[config.mk]
export PLATFORM = sky130hd
export DESIGN_NAME = radix64_armor_encoder
export DESIGN_NICKNAME = d
export VERILOG_FILES = /design/src/rtl/core/r64enc_pkg.sv /design/src/rtl/core/r64enc_front.sv /design/src/rtl/core/r64enc_jobq.sv /design/src/rtl/core/r64enc_back.sv /design/src/rtl/core/radix64_armor_encoder.sv
export SDC_FILE = /design/constraint.sdc
export NUM_CORES = 1
export LEC_CHECK = 0
export BUFFER_PORTS_ARGS = -buffer_cell sky130_fd_sc_hd__buf_2
export CAP_MARGIN = 40
export CORE_AREA = 2 2 152 154
export CTS_BUF_LIST = sky130_fd_sc_hd__clkbuf_8
export DETAILED_ROUTE_END_ITERATION = 10
export DIE_AREA = 0 0 154 156
export PLACE_DENSITY = 0.57
export SLEW_MARGIN = 20
export SYNTH_ARGS = -nofsm -noshare
export SYNTH_HDL_FRONTEND = slang
export SYNTH_SLANG_ARGS = --single-unit
[constraint.sdc]
create_clock -name clk_i -period 4.3 [get_ports clk_i]
set_input_delay 0 -clock clk_i [delete_from_list [all_inputs] [get_ports clk_i]]
set_output_delay 0 -clock clk_i [all_outputs]
set_load 0.005 [all_outputs]
[src/rtl/core/r64enc_pkg.sv]
`timescale 1ns / 1ps
// ----------------------------------------------------------------------------
// r64enc_pkg: shared types and constants of the radix-64 armor encoder
// Job record passed from the front to the back, character slots, CRC-24
// step and radix-64 letter mapping.
// ----------------------------------------------------------------------------
`default_nettype none

package r64enc_pkg;

  localparam int unsigned SlotCount = 10;
  localparam int unsigned SlotW     = 4;

  typedef logic [SlotW-1:0]     slot_t;
  typedef logic [SlotCount-1:0] slot_mask_t;

  typedef struct packed {
    logic       fin;
    logic [5:0] v0;
    logic [5:0] v1;
    logic [23:0] crc;
    slot_mask_t mask;
  } job_t;

  localparam logic CmdData   = 1'b0;
  localparam logic CmdFinish = 1'b1;

  localparam logic [23:0] CrcInit = 24'hB704CE;
  localparam logic [23:0] CrcPoly = 24'h864CFB;

  localparam logic [7:0] ChNewline = 8'h0A;
  localparam logic [7:0] ChPad     = 8'h3D;
  localparam logic [7:0] ChPlus    = 8'h2B;
  localparam logic [7:0] ChSlash   = 8'h2F;

  localparam slot_t SlotDataA   = 4'd0;
  localparam slot_t SlotDataNlA = 4'd1;
  localparam slot_t SlotDataB   = 4'd2;
  localparam slot_t SlotDataNlB = 4'd3;

  localparam slot_t SlotFinPad  = 4'd0;
  localparam slot_t SlotFinEqA  = 4'd1;
  localparam slot_t SlotFinEqB  = 4'd2;
  localparam slot_t SlotFinNl   = 4'd3;
  localparam slot_t SlotFinMark = 4'd4;
  localparam slot_t SlotFinC3   = 4'd5;
  localparam slot_t SlotFinC2   = 4'd6;
  localparam slot_t SlotFinC1   = 4'd7;
  localparam slot_t SlotFinC0   = 4'd8;
  localparam slot_t SlotFinEnd  = 4'd9;

  localparam slot_mask_t FinMaskOne   = 10'h3FF;
  localparam slot_mask_t FinMaskTwo   = 10'h3FB;
  localparam slot_mask_t FinMaskNl    = 10'h3F8;
  localparam slot_mask_t FinMaskPlain = 10'h3F0;

  function automatic logic [7:0] to_letter(input logic [5:0] v);
    logic [7:0] r;
    case (v) inside
      [6'd0:6'd25]:  r = 8'h41 + {2'b00, v};
      [6'd26:6'd51]: r = 8'h47 + {2'b00, v};
      [6'd52:6'd61]: r = 8'hFC + {2'b00, v};
      6'd62:         r = ChPlus;
      default:       r = ChSlash;
    endcase
    return r;
  endfunction

  function automatic logic [23:0] crc24_byte(input logic [23:0] crc, input logic [7:0] b);
    logic [23:0] c;
    logic        top;
    c = crc ^ {b, 16'h0000};
    for (int i = 0; i < 8; i++) begin
      top = c[23];
      c   = {c[22:0], 1'b0};
      if (top) begin
        c = c ^ CrcPoly;
      end
    end
    return c;
  endfunction

  function automatic logic [7:0] char_at(input job_t job, input slot_t idx);
    logic [7:0] r;
    if (job.fin) begin
      case (idx)
        SlotFinPad:  r = to_letter(job.v0);
        SlotFinEqA:  r = ChPad;
        SlotFinEqB:  r = ChPad;
        SlotFinNl:   r = ChNewline;
        SlotFinMark: r = ChPad;
        SlotFinC3:   r = to_letter(job.crc[23:18]);
        SlotFinC2:   r = to_letter(job.crc[17:12]);
        SlotFinC1:   r = to_letter(job.crc[11:6]);
        SlotFinC0:   r = to_letter(job.crc[5:0]);
        default:     r = ChNewline;
      endcase
    end else begin
      case (idx)
        SlotDataA: r = to_letter(job.v0);
        SlotDataB: r = to_letter(job.v1);
        default:   r = ChNewline;
      endcase
    end
    return r;
  endfunction

  function automatic slot_t first_slot(input slot_mask_t m);
    slot_t r;
    r = '0;
    for (int j = SlotCount - 1; j >= 0; j--) begin
      if (m[j]) begin
        r = slot_t'(j);
      end
    end
    return r;
  endfunction

endpackage

`default_nettype wire

[src/rtl/core/r64enc_front.sv]
`timescale 1ns / 1ps
// ----------------------------------------------------------------------------
// r64enc_front: stream state and job builder
// Tracks group phase, line position and CRC-24, and turns each accepted
// beat into a job that lists the characters it causes.
// ----------------------------------------------------------------------------
`default_nettype none

module r64enc_front #(
  parameter int unsigned LINE_WIDTH = 64
) (
  input  wire logic              clk_i,
  input  wire logic              rst_ni,
  input  wire logic              accept_i,
  input  wire logic              command_i,
  input  wire logic [7:0]        data_byte_i,
  output r64enc_pkg::job_t       job_o
);

  localparam int unsigned PosW = $clog2(LINE_WIDTH);
  localparam logic [PosW-1:0] PosLast = PosW'(LINE_WIDTH - 1);

  logic [1:0]      phase_q, phase_d;
  logic [3:0]      prev_q, prev_d;
  logic [PosW-1:0] pos_q, pos_d;
  logic [23:0]     crc_q, crc_d;

  logic [1:0]      phase;
  logic            wrap_a, wrap_b;
  logic [PosW-1:0] pos_a;

  always_comb begin
    phase  = (phase_q == 2'd3) ? 2'd0 : phase_q;
    wrap_a = (pos_q == PosLast);
    pos_a  = wrap_a ? '0 : pos_q + PosW'(1);
    wrap_b = (pos_a == PosLast);

    phase_d = phase_q;
    prev_d  = prev_q;
    pos_d   = pos_q;
    crc_d   = crc_q;

    job_o     = '0;
    job_o.fin = (command_i == r64enc_pkg::CmdFinish);
    job_o.crc = crc_q;

    if (command_i == r64enc_pkg::CmdData) begin
      job_o.mask[r64enc_pkg::SlotDataA]   = 1'b1;
      job_o.mask[r64enc_pkg::SlotDataNlA] = wrap_a;
      case (phase)
        2'd0: begin
          job_o.v0 = data_byte_i[7:2];
          pos_d    = pos_a;
          phase_d  = 2'd1;
        end
        2'd1: begin
          job_o.v0 = {prev_q[1:0], data_byte_i[7:4]};
          pos_d    = pos_a;
          phase_d  = 2'd2;
        end
        default: begin
          job_o.v0 = {prev_q, data_byte_i[7:6]};
          job_o.v1 = data_byte_i[5:0];
          job_o.mask[r64enc_pkg::SlotDataB]   = 1'b1;
          job_o.mask[r64enc_pkg::SlotDataNlB] = wrap_b;
          pos_d    = wrap_b ? '0 : pos_a + PosW'(1);
          phase_d  = 2'd0;
        end
      endcase
      prev_d = data_byte_i[3:0];
      crc_d  = r64enc_pkg::crc24_byte(crc_q, data_byte_i);
    end else begin
      case (phase)
        2'd1: begin
          job_o.v0   = {prev_q[1:0], 4'h0};
          job_o.mask = r64enc_pkg::FinMaskOne;
        end
        2'd2: begin
          job_o.v0   = {prev_q, 2'b00};
          job_o.mask = r64enc_pkg::FinMaskTwo;
        end
        default: begin
          job_o.mask = (pos_q != '0) ? r64enc_pkg::FinMaskNl : r64enc_pkg::FinMaskPlain;
        end
      endcase
      phase_d = 2'd0;
      prev_d  = 4'h0;
      pos_d   = '0;
      crc_d   = r64enc_pkg::CrcInit;
    end
  end

  always_ff @(posedge clk_i or negedge rst_ni) begin
    if (!rst_ni) begin
      phase_q <= 2'd0;
      prev_q  <= 4'h0;
      pos_q   <= '0;
      crc_q   <= r64enc_pkg::CrcInit;
    end else if (accept_i) begin
      phase_q <= phase_d;
      prev_q  <= prev_d;
      pos_q   <= pos_d;
      crc_q   <= crc_d;
    end
  end

endmodule

`default_nettype wire

[src/rtl/core/r64enc_jobq.sv]
`timescale 1ns / 1ps
// ----------------------------------------------------------------------------
// r64enc_jobq: job queue between front and back
// Small register queue; the head entry is visible while valid is high.
// ----------------------------------------------------------------------------
`default_nettype none

module r64enc_jobq #(
  parameter int unsigned DEPTH = 2
) (
  input  wire logic              clk_i,
  input  wire logic              rst_ni,
  input  wire logic              push_i,
  input  wire r64enc_pkg::job_t  job_i,
  output logic                   full_o,
  output logic                   valid_o,
  output r64enc_pkg::job_t       head_o,
  input  wire logic              pop_i
);

  localparam int unsigned AddrW = $clog2(DEPTH);
  localparam int unsigned CntW  = $clog2(DEPTH + 1);
  localparam logic [AddrW-1:0] AddrLast = AddrW'(DEPTH - 1);
  localparam logic [CntW-1:0]  CntFull  = CntW'(DEPTH);

  r64enc_pkg::job_t slots_q [DEPTH];
  logic [AddrW-1:0] wr_ptr_q, wr_ptr_d;
  logic [AddrW-1:0] rd_ptr_q, rd_ptr_d;
  logic [CntW-1:0]  cnt_q, cnt_d;
  logic             do_push, do_pop;

  always_comb begin
    full_o   = (cnt_q == CntFull);
    valid_o  = (cnt_q != '0);
    head_o   = slots_q[rd_ptr_q];
    do_push  = push_i && !full_o;
    do_pop   = pop_i && valid_o;
    wr_ptr_d = wr_ptr_q;
    rd_ptr_d = rd_ptr_q;
    cnt_d    = cnt_q;
    if (do_push) begin
      wr_ptr_d = (wr_ptr_q == AddrLast) ? '0 : wr_ptr_q + AddrW'(1);
    end
    if (do_pop) begin
      rd_ptr_d = (rd_ptr_q == AddrLast) ? '0 : rd_ptr_q + AddrW'(1);
    end
    if (do_push && !do_pop) begin
      cnt_d = cnt_q + CntW'(1);
    end else if (do_pop && !do_push) begin
      cnt_d = cnt_q - CntW'(1);
    end
  end

  always_ff @(posedge clk_i or negedge rst_ni) begin
    if (!rst_ni) begin
      wr_ptr_q <= '0;
      rd_ptr_q <= '0;
      cnt_q    <= '0;
    end else begin
      wr_ptr_q <= wr_ptr_d;
      rd_ptr_q <= rd_ptr_d;
      cnt_q    <= cnt_d;
    end
  end

  always_ff @(posedge clk_i) begin
    if (do_push) begin
      slots_q[wr_ptr_q] <= job_i;
    end
  end

endmodule

`default_nettype wire

[src/rtl/core/r64enc_back.sv]
`timescale 1ns / 1ps
// ----------------------------------------------------------------------------
// r64enc_back: character sequencer
// Walks the slots of the head job into the output register, one character per
// cycle while it is empty or popped; releases the job with its last character.
// ----------------------------------------------------------------------------
`default_nettype none

module r64enc_back (
  input  wire logic              clk_i,
  input  wire logic              rst_ni,
  input  wire r64enc_pkg::job_t  head_i,
  input  wire logic              head_valid_i,
  output logic                   pop_job_o,
  input  wire logic              pop_i,
  output logic                   empty_o,
  output logic [7:0]             char_o,
  output logic                   last_o
);

  logic                   active_q, active_d;
  r64enc_pkg::slot_t      idx_q, idx_d;
  logic                   ovalid_q, ovalid_d;
  logic [7:0]             char_q;
  logic                   last_q;

  r64enc_pkg::slot_t      cur_idx;
  r64enc_pkg::slot_mask_t above;
  logic                   is_last;
  logic                   emit;

  always_comb begin
    cur_idx = active_q ? idx_q : r64enc_pkg::first_slot(head_i.mask);
    for (int j = 0; j < r64enc_pkg::SlotCount; j++) begin
      above[j] = head_i.mask[j] && (r64enc_pkg::slot_t'(j) > cur_idx);
    end
    is_last   = (above == '0);
    emit      = head_valid_i && (!ovalid_q || pop_i);
    pop_job_o = emit && is_last;

    active_d = active_q;
    idx_d    = idx_q;
    if (emit) begin
      active_d = !is_last;
      idx_d    = r64enc_pkg::first_slot(above);
    end

    ovalid_d = ovalid_q;
    if (emit) begin
      ovalid_d = 1'b1;
    end else if (pop_i) begin
      ovalid_d = 1'b0;
    end
  end

  always_ff @(posedge clk_i or negedge rst_ni) begin
    if (!rst_ni) begin
      active_q <= 1'b0;
      idx_q    <= '0;
      ovalid_q <= 1'b0;
    end else begin
      active_q <= active_d;
      idx_q    <= idx_d;
      ovalid_q <= ovalid_d;
    end
  end

  always_ff @(posedge clk_i) begin
    if (emit) begin
      char_q <= r64enc_pkg::char_at(head_i, cur_idx);
      last_q <= is_last;
    end
  end

  assign empty_o = !ovalid_q;
  assign char_o  = char_q;
  assign last_o  = last_q;

  a_active_has_job: assert property (@(posedge clk_i) disable iff (!rst_ni)
    active_q |-> head_valid_i)
    else $error("sequencer active without a queued job");

  a_active_slot_set: assert property (@(posedge clk_i) disable iff (!rst_ni)
    active_q |-> head_i.mask[idx_q])
    else $error("sequencer points at an unused slot");

  a_release_marks_last: assert property (@(posedge clk_i) disable iff (!rst_ni)
    pop_job_o |=> (ovalid_q && last_q))
    else $error("job released without a last character");

  a_emit_fills_output: assert property (@(posedge clk_i) disable iff (!rst_ni)
    emit |=> ovalid_q)
    else $error("emitted character not held in output register");

endmodule

`default_nettype wire

[src/rtl/core/radix64_armor_encoder.sv]
`timescale 1ns / 1ps
// ----------------------------------------------------------------------------
// radix64_armor_encoder: streaming radix-64 armor encoder with CRC-24
// Input channel (push/full): one beat is a data byte (command 0) or a
// finish (command 1). Output channel (empty/pop): one ASCII character per
// beat, last_of_run_o set on the final character caused by an input beat.
// Three bytes give four characters, a newline ends every LINE_WIDTH
// characters; finish pads the open group, closes the line and appends '=',
// four checksum characters and a newline, then starts a fresh stream.
// With queue and output idle, an accepted beat is first written into the job
// queue and its first character is then loaded into the output register.
// The output register moves one character per cycle while pop is high or it
// is empty; a data byte gives one to three characters (about 1.4 on average),
// a finish six to ten. A two-entry job queue lets input run ahead of output.
// Reset empties the queue and output and loads the CRC initial value.
// While pop is held low the output holds its character, the queue fills
// and full rises; nothing is dropped.
// ----------------------------------------------------------------------------
`default_nettype none

module radix64_armor_encoder #(
  parameter int unsigned LINE_WIDTH = 64
) (
  input  wire logic       clk_i,
  input  wire logic       rst_ni,
  input  wire logic       push,
  output logic            full,
  input  wire logic       command_i,
  input  wire logic [7:0] data_byte_i,
  output logic            empty,
  input  wire logic       pop,
  output logic [7:0]      char_out_o,
  output logic            last_of_run_o
);

  r64enc_pkg::job_t new_job;
  r64enc_pkg::job_t head_job;
  logic             head_valid;
  logic             pop_job;
  logic             accept;

  assign accept = push && !full;

  r64enc_front #(
    .LINE_WIDTH(LINE_WIDTH)
  ) u_front (
    .clk_i       (clk_i),
    .rst_ni      (rst_ni),
    .accept_i    (accept),
    .command_i   (command_i),
    .data_byte_i (data_byte_i),
    .job_o       (new_job)
  );

  r64enc_jobq #(
    .DEPTH(2)
  ) u_jobq (
    .clk_i   (clk_i),
    .rst_ni  (rst_ni),
    .push_i  (accept),
    .job_i   (new_job),
    .full_o  (full),
    .valid_o (head_valid),
    .head_o  (head_job),
    .pop_i   (pop_job)
  );

  r64enc_back u_back (
    .clk_i        (clk_i),
    .rst_ni       (rst_ni),
    .head_i       (head_job),
    .head_valid_i (head_valid),
    .pop_job_o    (pop_job),
    .pop_i        (pop),
    .empty_o      (empty),
    .char_o       (char_out_o),
    .last_o       (last_of_run_o)
  );

endmodule

`default_nettype wire

[Yosys cells after proc, flatten, opt, wreduce, memory -nomap -nowiden]
Memories as Yosys holds them, arrays and structs flattened.
Cells that the tools add are included.
Storage, ports and cells
  register bits: 55
  memory bits (writable): 94
  bits of input ports: 13
  output and inout port bits: 11
  memories kept: 1
Cells by class
  $add $sub $neg: 24
  $lt $le $gt $ge: 46
  equal/unequal tests: 19
  multiplexer cells: 90
  bitwise operators: 9
  reduce and logical (&&, ||, !) cells: 50
Memories
  u_jobq.slots_q: depth 2, bits a word 47, rd ports 1, clocked after Yosys merged registers in 0, wr ports 1, RTL line r64enc_jobq.sv:26  | r64enc_pkg::job_t slots_q [DEPTH];
Operators by type and width (count)
  24-bit two-way mux: 16
  8-bit two-way mux: 19
  13-bit inverter: 8
  7-bit by 6-bit adder with 8-bit output, first input constant: 12
  4-bit two-way mux: 24
  6-bit less-or-equal comparator, second input constant: 12
  3-bit by 7-bit adder with 8-bit output, first input constant: 6
  6-bit == test, second input constant: 8
  6-bit two-way mux: 8
  8-bit one-hot mux with 6 select lines: 1
  6-bit by 1-bit >= comparator with 1-bit output, second input constant: 6
  6-bit by 5-bit >= comparator with 1-bit output, second input constant: 6
  6-bit >= comparator, second input constant: 6
  6-bit by 5-bit less-or-equal comparator with 1-bit output, second input constant: 6
  1-bit logical AND: 35
  6-bit one-hot mux with 2 select lines: 2
  24-bit bitwise XOR: 1
  10-bit one-hot mux with 2 select lines: 1
  3-bit two-way mux: 6
  4-bit by 3-bit == test with 1-bit output, second input constant: 4
  3-bit by 4-bit > comparator with 1-bit output, first input constant: 4
  8-bit one-hot mux with 2 select lines: 1
  6-bit by 1-bit adder with 6-bit output, second input constant: 2
  10-bit logical NOT: 1
  other kinds (22): 43

[Depth between registers and ports, before layout]
Gate-level depths: netlist of run 1.
  word-level depth: 25
  depth in mapped cells: 17

[Modules after synthesis]
From an unflattened synthesis of run 1, not the netlist that was laid out.
Unflattened totals
  cell total of the unflattened synthesis: 1011
  area total of the unflattened synthesis: 10189.8 um2
By module, submodules not included
  r64enc_back: times used 1, cells an instance 570, area an instance 3986.3 um2, seq. area each 420.4 um2
  r64enc_jobq: times used 1, cells an instance 165, area an instance 3668.5 um2, seq. area each 2922.8 um2
  r64enc_front: times used 1, cells an instance 275, area an instance 2521.2 um2, seq. area each 915.9 um2
  radix64_armor_encoder: times used 1, cells an instance 1, area an instance 13.8 um2, seq. area each 0.0 um2

[Least setup slack after synthesis of run 1]
No wires, ideal clock.
  kind: register to register
  start point: register u_jobq.rd_ptr_q
  end point: register u_back.char_q[2], in the netlist u_back.char_o[2] (data pin)
  setup time: 163 ps
  arrival time: 3587 ps
  slack: 551 ps
  stages on the path, launching flop included: 17
  path buffers: 5
  period minus slack after synthesis: 3749 ps
  cells stage by stage: dfrtp_1 buf_6 buf_12 buf_8 buf_2 buf_2 mux2i_1 inv_1 ha_1 a211oi_1 a21oi_1 and2_1 nor2_2 mux2_4 a2111oi_2 a21oi_1 o221ai_1
Between the ends
  cells in the longest elaborated chain, start to end: 16
RTL lines
  start, declared: RTL line r64enc_jobq.sv:28  | logic [AddrW-1:0] rd_ptr_q, rd_ptr_d;
  start signal, assigned: RTL line r64enc_jobq.sv:61  | rd_ptr_q <= rd_ptr_d;
  memory 2 x 47 bit (*)
  4-bit two-way mux (10 in series): RTL line r64enc_pkg.sv:112  | if (m[j]) begin
  4-bit two-way mux: RTL line r64enc_back.sv:33  | cur_idx = active_q ? idx_q : r64enc_pkg::first_slot(head_i.mask);
  4-bit by 1-bit == test with 1-bit output (tied with other cells): RTL line r64enc_pkg.sv:86  | case (idx)
  3-bit OR reduction (no source line)
  8-bit one-hot mux with 6 select lines: RTL line r64enc_pkg.sv:86
  8-bit two-way mux (*): RTL line r64enc_pkg.sv:85  | if (job.fin) begin
  end signal, assigned: RTL line r64enc_back.sv:70  | char_q <= r64enc_pkg::char_at(head_i, cur_idx);
  end, declared: RTL line r64enc_back.sv:24  | logic [7:0] char_q;
Mark *: on every way between the ends. The rest lies on a longest branch, timed or not.
A chain may end at the register's enable or synchronous reset.

[Final worst setup path of run 1]
Same ends and word-level chain as after synthesis.

==> flow_summary.ini, run 1 <==
[global_route]
grt_first_pass_wirelength_mm = 42.3
grt_max_degree = 50
overflow = 0
grt_pass1_vias = 7553
antenna_found_initial = 0
grt_use_total_pct = 22.4

[power_and_ir_drop]
peakVddDrop_mv = 0.639
power.switching_mw = 4.29
power.density_nw_per_um2 = 850
comb_power_share_pct = 60.3
power.internal_mw = 5.08
p_seq_share_pct = 26.5
report.power.total_mw = 9.37
p_sw_share_pct = 45.8
pwr-share-clk_pct = 13.3
leakage_nw = 4.33

[sta]
whs_ns = 0.0521
fmax_mhz = 248
grt_setup_unrepaired = false
fin_crit_ns = 4.04
hold_viol_final = 0
period_share_pct = 93.9
tightest_slew_ns = 0.737
clock_skew_ns = 0.0169
tns_ns = 0
finalWorstSetupSlack_ns = 0.261
relSlewSlack_pct = 50.2
setup-violations-final = 0
slew_violations = 0

[setup_path]
end_kind = register
path_max_fanout = 29
crit_type = register to register
critPathRequiredTime_ns = 4.47
cp.arrival_ns = 4.21
critPathLaunchType = register

[logic_synthesis]
syn_avg_cell_area_um2 = 9.82
synth_edf_count = 91
netlist_area_um2 = 9920
mappedNetlistNets = 1088
ys_warn_count = 0
synthArstFlopShare_pct = 33.6
ys_types = 90
synth_flop_cell = edfxtp_1
ys_seq_area_share_pct = 39.3
synthCells = 1011
synth-seq-cells = 137

[clock_tree]
cts_max_path_buffers = 2
htreeDepth = 4
cts_resized = 0
cts_inserted_buffers = 17
clock_sinks = 137
path_clk_slew_ns = 0.07
clock_latency_ns = 0.45
cts_tree = built
cts_root_buffer = clkbuf_8

[finish]
layout_common_cells = 91 x edfxtp_1, 75 x nand2_1, 75 x a21oi_1, 72 x nor2_1, 64 x ha_1
layout.nets = 1135
syn2layout_area_growth_pct = 11.1
diodes = 0
final_core_util_pct = 49.3
drive_gt1_share_pct = 13.5
layout_commonest_cell = edfxtp_1

[die]
io_pins = 24
die-area_um2 = 24000
die_h_um = 156
core_um2 = 22400
initial_core_util_pct = 44.4
rows = 55
die_w_um = 154

[hold_path]
hold_class = primary input to register

[status]
outcome = finished, final reports clean

[route]
drt_iter0_drc = 579
routedWlPerCell_um = 19.2
firstDrtPassIters = 5
vias_per_cell = 5.85
drc = 0
vias = 7935
drtAntennaViolNets = 0
drt_wl_total_mm = 26.0

[job]
max_cap_violations = 0

[placement]
gp_congestion = 0.941
placement.io_buffers = 23
place.detailed.hpwl_mm = 20.2
dp_slack_ns = 0.394
## path summary, 6_finish.rpt
kind | from | to | slack (ns) | depth (start not counted)
max | u_jobq.rd_ptr_q | u_back.char_o[2] | 0.26 | 11
min | data_byte_i[5] | u_jobq.slots_q[1][39] | 0.05 | 2
max reg2reg | u_jobq.rd_ptr_q | u_back.char_o[2] | 0.26 | 11
min reg2reg | u_jobq.cnt_q[1] | u_jobq.cnt_q[1] | 0.51 | 1
max in group asynchronous | rst_ni | u_jobq.rd_ptr_q | 3.60 | 3
min in group asynchronous | rst_ni | u_front.pos_q[1] | 0.17 | 3
## worst max-delay path, stage by stage, from the launching register on
cell	delay, ns
dfrtp_4	0.67
mux2i_1	0.50
inv_1	0.24
ha_1	0.35
a211oi_1	0.27
a21oi_1	0.08
o2bb2ai_2	0.39
and3_1	0.35
o211a_1	0.19
a2111oi_0	0.08
nor4_1	0.45
o221ai_1	0.19
## cells in the mapped netlist, drive strengths merged (13+ instances only)
cell type / n / area (um^2)
a211oi: 22 / 165
a21oi: 76 / 384
a31oi: 13 / 81.3
and2: 18 / 113
and3: 15 / 93.8
buf: 19 / 154
clkbuf: 17 / 63.8
dfrtp: 34 / 851
edfxtp: 91 / 2730
ha: 64 / 801
inv: 41 / 154
mux2: 13 / 150
mux2i: 37 / 387
nand2: 75 / 282
nand3: 24 / 120
nor2: 75 / 287
nor3: 35 / 185
nor4: 14 / 93.8
o21ai: 53 / 280
xnor2: 58 / 508
xor2: 26 / 228
## cells by family after synthesis
| logic type | Yosys count | share of synthesized area (%) |
|---|---|---|
| buffers and inverters | 78 | 3.78 |
| flip-flops | 137 | 39.3 |
| XOR/XNOR | 84 | 7.41 |
| adder cells (fa/ha/maj) | 64 | 8.07 |
| AND/OR/NAND/NOR | 331 | 17.8 |
| multiplexers | 50 | 5.41 |
| AO/OA/AOI/OAI | 267 | 18.2 |
## through the flow
| stage | instance area, um^2 | std cells |
|---|---|---|
| 2_1_floorplan | 9920 | 1011 |
| 3_3_place_gp | 10400 | 1315 |
| 3_5_place_dp | 10500 | 1316 |
| 4_1_cts | 11000 | 1356 |
| 5_1_grt | 11000 | 1356 |
| 6_report | 11000 | 1356 |
## sequential cells by signal, indices dropped and copies added, names as in the netlist
| register | cells |
|---|---|
| u_front.phase_q | 2 |
| u_back.ovalid_q | 1 |
| u_jobq.cnt_q | 2 |
| u_jobq.wr_ptr_q | 1 |
| u_back.char_o | 8 |
| u_back.active_q | 1 |
| u_back.last_o | 1 |
| u_back.idx_q | 4 |
| u_front.crc_q | 24 |
| u_jobq.rd_ptr_q | 1 |
| u_jobq.slots_q | 82 |
| u_front.pos_q | 6 |
| u_front.prev_q | 4 |
## timing repair
action | in CTS | in global routing
hold buffers | 8 | 0
endpoints found under the hold margin | 49 | 0
setup buffers | 0 | 0
## routing by layer
layer / GRT usage (%) / wire length [um]
met5: 0 / 0
met4: 8.06 / 745
met3: 3.78 / 1260
met2: 32.6 / 11000
met1: 33.3 / 13000
## final cells by class
cell class                 count  area (um^2)
tap                          285          357
sequential                   137         3900
inverter                      42          158
multi-input combinational    796         5660
fill                        2065        11300
clock inverter                11          190
clock buffer                  21          289
timing repair buffer          64          468
## power by group through the flow
stage / logic (mW) / registers (mW) / clock network, mW
after floorplan: 4.30 / 2.29 / 0
after global placement: 5.57 / 2.50 / 0
after detailed placement: 5.58 / 2.50 / 0
after CTS: 5.62 / 2.47 / 1.27
after global routing: 6.25 / 2.54 / 1.33
final: 5.65 / 2.48 / 1.25
No activity file was read; power rests on OpenSTA's default activity.
==> run 2: changes to the inputs <==
- CAP_MARGIN: 40 -> 20
- CORE_AREA: 2 2 152 154 -> 2 2 160 146
- DIE_AREA: 0 0 154 156 -> 0 0 162 148
- PLACE_DENSITY: 0.57 -> 0.59
- clock period: 4.3 -> 3.6 ns (I/O delays scaled with it)
==> flow_summary.ini, run 2 (same netlist as run 1, synthesis figures left out) <==
[sta]
fin_crit_ns = 3.46
hold_viol_final = 0
setup-violations-final = 0
finalWorstSetupSlack_ns = 0.141
grt_setup_unrepaired = false
period_share_pct = 96.1
clock_skew_ns = 0.0146
tightest_slew_ns = 1.00
tns_ns = 0
fmax_mhz = 289
relSlewSlack_pct = 33.2
whs_ns = 0.0280
slew_violations = 0

[power_and_ir_drop]
leakage_nw = 4.44
peakVddDrop_mv = 0.855
report.power.total_mw = 11.3
power.density_nw_per_um2 = 1010

[die]
io_pins = 24
rows = 52
die_h_um = 148
die_w_um = 162
initial_core_util_pct = 44.6
die-area_um2 = 24000
core_um2 = 22300

[setup_path]
end_kind = register
slowest_delay_ns = 0.57
critPathRequiredTime_ns = 3.80
critPathLaunchType = register
cp.arrival_ns = 3.66
rrSetupSlack_ns = 0.14
path_max_fanout = 12
crit_top_cell = a21oi_1
cpMaxStageDelayCell = dfrtp_4
path_buf_inv = 3
critPathTopFamily = compound AO/OA/AOI/OAI gates
crit_chain = buf_12 -> buf_4 -> mux2i_4 -> inv_1 -> ha_1 -> a211oi_1 -> a21oi_1 -> a21oi_1 -> or2_2 -> nor3_1 -> o31ai_2 -> o2111ai_1 -> o22a_1
crit_type = register to register

[clock_tree]
clock_latency_ns = 0.45
htreeDepth = 4
cts_tree = built
cts_inserted_buffers = 17
path_clk_slew_ns = 0.08
cts_root_buffer = clkbuf_8
cts_max_path_buffers = 2
clock_sinks = 137

[route]
routedWlPerCell_um = 18.5
drt_wl_total_mm = 25.9
drt_iter0_drc = 578
firstDrtPassIters = 7
drc = 0
drtAntennaViolNets = 0
vias = 8069
vias_per_cell = 5.76

[placement]
placed_cells = 1357
place.detailed.hpwl_mm = 19.8
gp_congestion = 0.900
dp_slack_ns = -0.0196
post_dp_cell_area_um2 = 10700
placement.io_buffers = 23

[job]
max_cap_violations = 0

[global_route]
grt_use_total_pct = 22.1
overflow = 0
antenna_found_initial = 0
grt_first_pass_wirelength_mm = 41.4
grt_pass1_vias = 7570
grt_max_degree = 42

[finish]
diodes = 0
final_core_util_pct = 50.5
layout_common_cells = 91 x edfxtp_1, 75 x nand2_1, 75 x a21oi_1, 72 x nor2_1, 64 x ha_1
layout.nets = 1167
top_register = u_jobq.slots_q
syn2layout_area_growth_pct = 13.3
largest_register_ffs = 82
drive_gt1_share_pct = 16.5
layout_commonest_cell = edfxtp_1
final_area_um2 = 11200
final_cells = 1400

[status]
outcome = finished, final reports clean

[hold_path]
hold_class = primary input to register
[run 2: metal layers]
layer	share of wire (%)	up-vias	wire, um	global-route usage [%]
met3	5.2	32	1330	3.96
met1	51	3896	13300	33.9
met5	0	-	0	0
met2	42	202	10800	31.7
met4	1.8	0	456	6.11
li1	-	3939	-	-
[run 2: where the power goes]
part | internal (mW) | total [mW] | switching [mW] | leakage [nW]
registers | 2.43 | 2.93 | 0.497 | 1.41
logic | 2.96 | 7.08 | 4.12 | 2.82
clock network | 0.690 | 1.33 | 0.642 | 0.213
[run 2: layout make-up]
type / count / area (um^2)
Clock inverter: 15 / 178
Fill cell: 2107 / 11000
Tap cell: 297 / 372
Sequential cell: 137 / 3900
Timing Repair Buffer: 96 / 699
Multi-Input combinational cell: 796 / 5700
Clock buffer: 17 / 234
Inverter: 42 / 158
[run 2: worst paths after layout]
path	startpoint	end	depth (start not counted)
max	u_jobq.rd_ptr_q	u_back.char_o[4]	13
min	command_i	u_jobq.slots_q[1][9]	1
max reg2reg	u_jobq.rd_ptr_q	u_back.char_o[4]	13
min reg2reg	u_front.prev_q[1]	u_front.prev_q[1]	2
max in group asynchronous	rst_ni	u_jobq.rd_ptr_q	3
min in group asynchronous	rst_ni	u_front.pos_q[2]	3
[run 2: what timing repair did]
item,4_1_cts,5_1_grt
buffers inserted,1,2
hold endpoints to repair,47,0
pin swaps,0,1
endpoints found under the setup margin,1,5
hold buffers,8,0
gates resized for setup,0,5
[run 2: worst register-to-register path, delay by kind of cell (launching register included)]
family | cells | cell delay, ns
buffers and inverters | 3 | 0.46
muxes | 1 | 0.27
DFF | 1 | 0.57
and+or+nand+nor | 2 | 0.31
AOI/OAI and AO/OA | 6 | 1.31
adders and majority gates | 1 | 0.29
==> run 3: changes to the inputs <==
- CORE_AREA: 2 2 160 146 -> 2 2 174 159
- DIE_AREA: 0 0 162 148 -> 0 0 176 161
- GPL_TIMING_DRIVEN: unset -> 0
- PLACE_DENSITY: 0.59 -> 0.51
==> flow_summary.ini, run 3 (same netlist as run 1, synthesis figures left out) <==
[setup_path]
path_max_fanout = 10
r2r-end = u_back.char_o[2]
crit_type = register to register
critPathRequiredTime_ns = 3.79
rrSetupSlack_ns = 0.07
end_kind = register
r2r_cells = 12
r2r_start = u_jobq.rd_ptr_q
cp.arrival_ns = 3.72
critPathLaunchType = register

[die]
die_w_um = 176
initial_core_util_pct = 37.3
die_h_um = 161
core_um2 = 26600
die-area_um2 = 28300
io_pins = 24
rows = 57

[route]
vias = 8169
drt_iter0_drc = 810
drtAntennaViolNets = 0
drc = 0
routedWlPerCell_um = 20.2
vias_per_cell = 5.60
drt_wl_total_mm = 29.5
firstDrtPassIters = 5

[power_and_ir_drop]
p_sw_share_pct = 47.9
power.switching_mw = 5.79
power.internal_mw = 6.29
peakVddDrop_mv = 0.584
comb_power_share_pct = 65.2
leakage_nw = 4.40
pwr-share-clk_pct = 10.6
p_seq_share_pct = 24.2
power.density_nw_per_um2 = 1030
report.power.total_mw = 12.1

[clock_tree]
cts_inserted_buffers = 17
path_clk_slew_ns = 0.09
clock_sinks = 137
cts_max_path_buffers = 2
htreeDepth = 4
cts_tree = built
clock_latency_ns = 0.47
cts_root_buffer = clkbuf_8

[finish]
final_core_util_pct = 44.0
layout_common_cells = 91 x edfxtp_1, 74 x nand2_1, 71 x nor2_1, 67 x a21oi_1, 58 x xnor2_1
final_area_um2 = 11700
syn2layout_area_growth_pct = 18.0
final_cells = 1458
fillCellCount = 2557
layout.nets = 1168
register_area_um2 = 3900
largest_register_ffs = 82
drive_gt1_share_pct = 20.7
layout_commonest_cell = edfxtp_1
multi_input_area_um2 = 6090
top_register = u_jobq.slots_q
diodes = 0

[global_route]
grt_max_degree = 47
overflow = 0
grt_pass1_vias = 7519
grt_first_pass_wirelength_mm = 45.1
antenna_found_initial = 0
grt_use_total_pct = 20.8

[sta]
setup-violations-final = 0
slew_violations = 0
finalWorstSetupSlack_ns = 0.0658
fmax_mhz = 283
fin_crit_ns = 3.53
relSlewSlack_pct = 37.0
period_share_pct = 98.2
tns_ns = 0
clock_skew_ns = 0.0207
whs_ns = 0.0477
grt_setup_unrepaired = true
hold_viol_final = 0
tightest_slew_ns = 0.935

[placement]
placed_cells = 1391
dp_slack_ns = -1.27
placement.io_buffers = 23
gp_congestion = 0.885
place.detailed.hpwl_mm = 22.2
post_dp_cell_area_um2 = 10600

[status]
outcome = finished, final reports clean

[hold_path]
holdPathEnd = u_jobq.slots_q[1][39]
min_from = data_byte_i[5]
whs_path_depth = 2
hold_class = primary input to register

[job]
max_cap_violations = 0
## run 3: cell types whose count changed in the layout (fill, tap and decap cells not counted), moves of 4 or more
| cell | previous run | this run |
|---|---|---|
| a21oi_1 | 75 | 67 |
| mux2i_1 | 31 | 17 |
| buf_12 | 1 | 7 |
| ha_2 | 0 | 11 |
| o21ai_2 | 4 | 8 |
| ha_1 | 64 | 51 |
| buf_4 | 63 | 34 |
| a21oi_2 | 1 | 9 |
| clkbuf_1 | 0 | 14 |
| inv_2 | 0 | 5 |
| inv_1 | 43 | 37 |
| mux2i_4 | 3 | 17 |
## run 3: worst max-delay path by stage
stage / start / end / slack (ns)
finish: u_jobq.rd_ptr_q / u_back.char_o[2] / 0.07
floorplan: u_jobq.rd_ptr_q / u_back.char_o[1] / 0.05
global route: u_jobq.rd_ptr_q / u_back.char_o[2] / -0.06
detailed placement: u_jobq.rd_ptr_q / u_back.char_o[2] / -1.27
global placement: u_jobq.rd_ptr_q / u_back.char_o[2] / -1.26
CTS: u_jobq.rd_ptr_q / u_back.char_o[2] / 0.006
## run 3: timing repair
| action | 4_1_cts | 5_1_grt |
|---|---|---|
| endpoints found under the setup margin | 9 | 8 |
| endpoints found under the hold margin | 47 | 0 |
| pin swaps | 5 | 9 |
| resized for setup | 64 | 46 |
| buffers inserted | 19 | 13 |
| gates cloned | 0 | 0 |
| hold buffers | 7 | 0 |
## run 3: worst max-delay path: stages, from the launching register on
cell      delay [ns]
dfrtp_1         0.38
buf_6           0.15
buf_8           0.16
buf_12          0.16
mux2_2          0.32
ha_2            0.27
a21oi_1         0.15
a221o_2         0.49
nor2_2          0.21
a32oi_1         0.15
a32o_1          0.29
nor4_4          0.34
o221ai_1        0.20
## run 3: layer usage
metal	GRT usage, %	vias to the layer above	wire length, um
met1	32.0	3951	15000
met3	2.97	30	1310
li1	-	3949	-
met5	0	-	0
met2	30.2	239	12700
met4	6.20	0	497
## run 3: layout make-up
class / count / share of cell area [%]
buffer: 32 / 2.20
tap: 354 / 3.78
inverter: 42 / 1.35
multi-input combinational: 796 / 52.0
clock buffer: 17 / 2.00
timing repair buffer: 65 / 4.04
sequential: 137 / 33.3
clock inverter: 15 / 1.37
## run 3: power by group through the flow
stage / clock [mW] / sequential [mW] / combinational [mW]
after floorplan: 0 / 2.74 / 5.17
after global placement: 0 / 2.91 / 6.88
after detailed placement: 0 / 2.90 / 6.87
after CTS: 1.31 / 2.90 / 7.43
after global routing: 1.38 / 2.99 / 8.55
final: 1.29 / 2.92 / 7.87
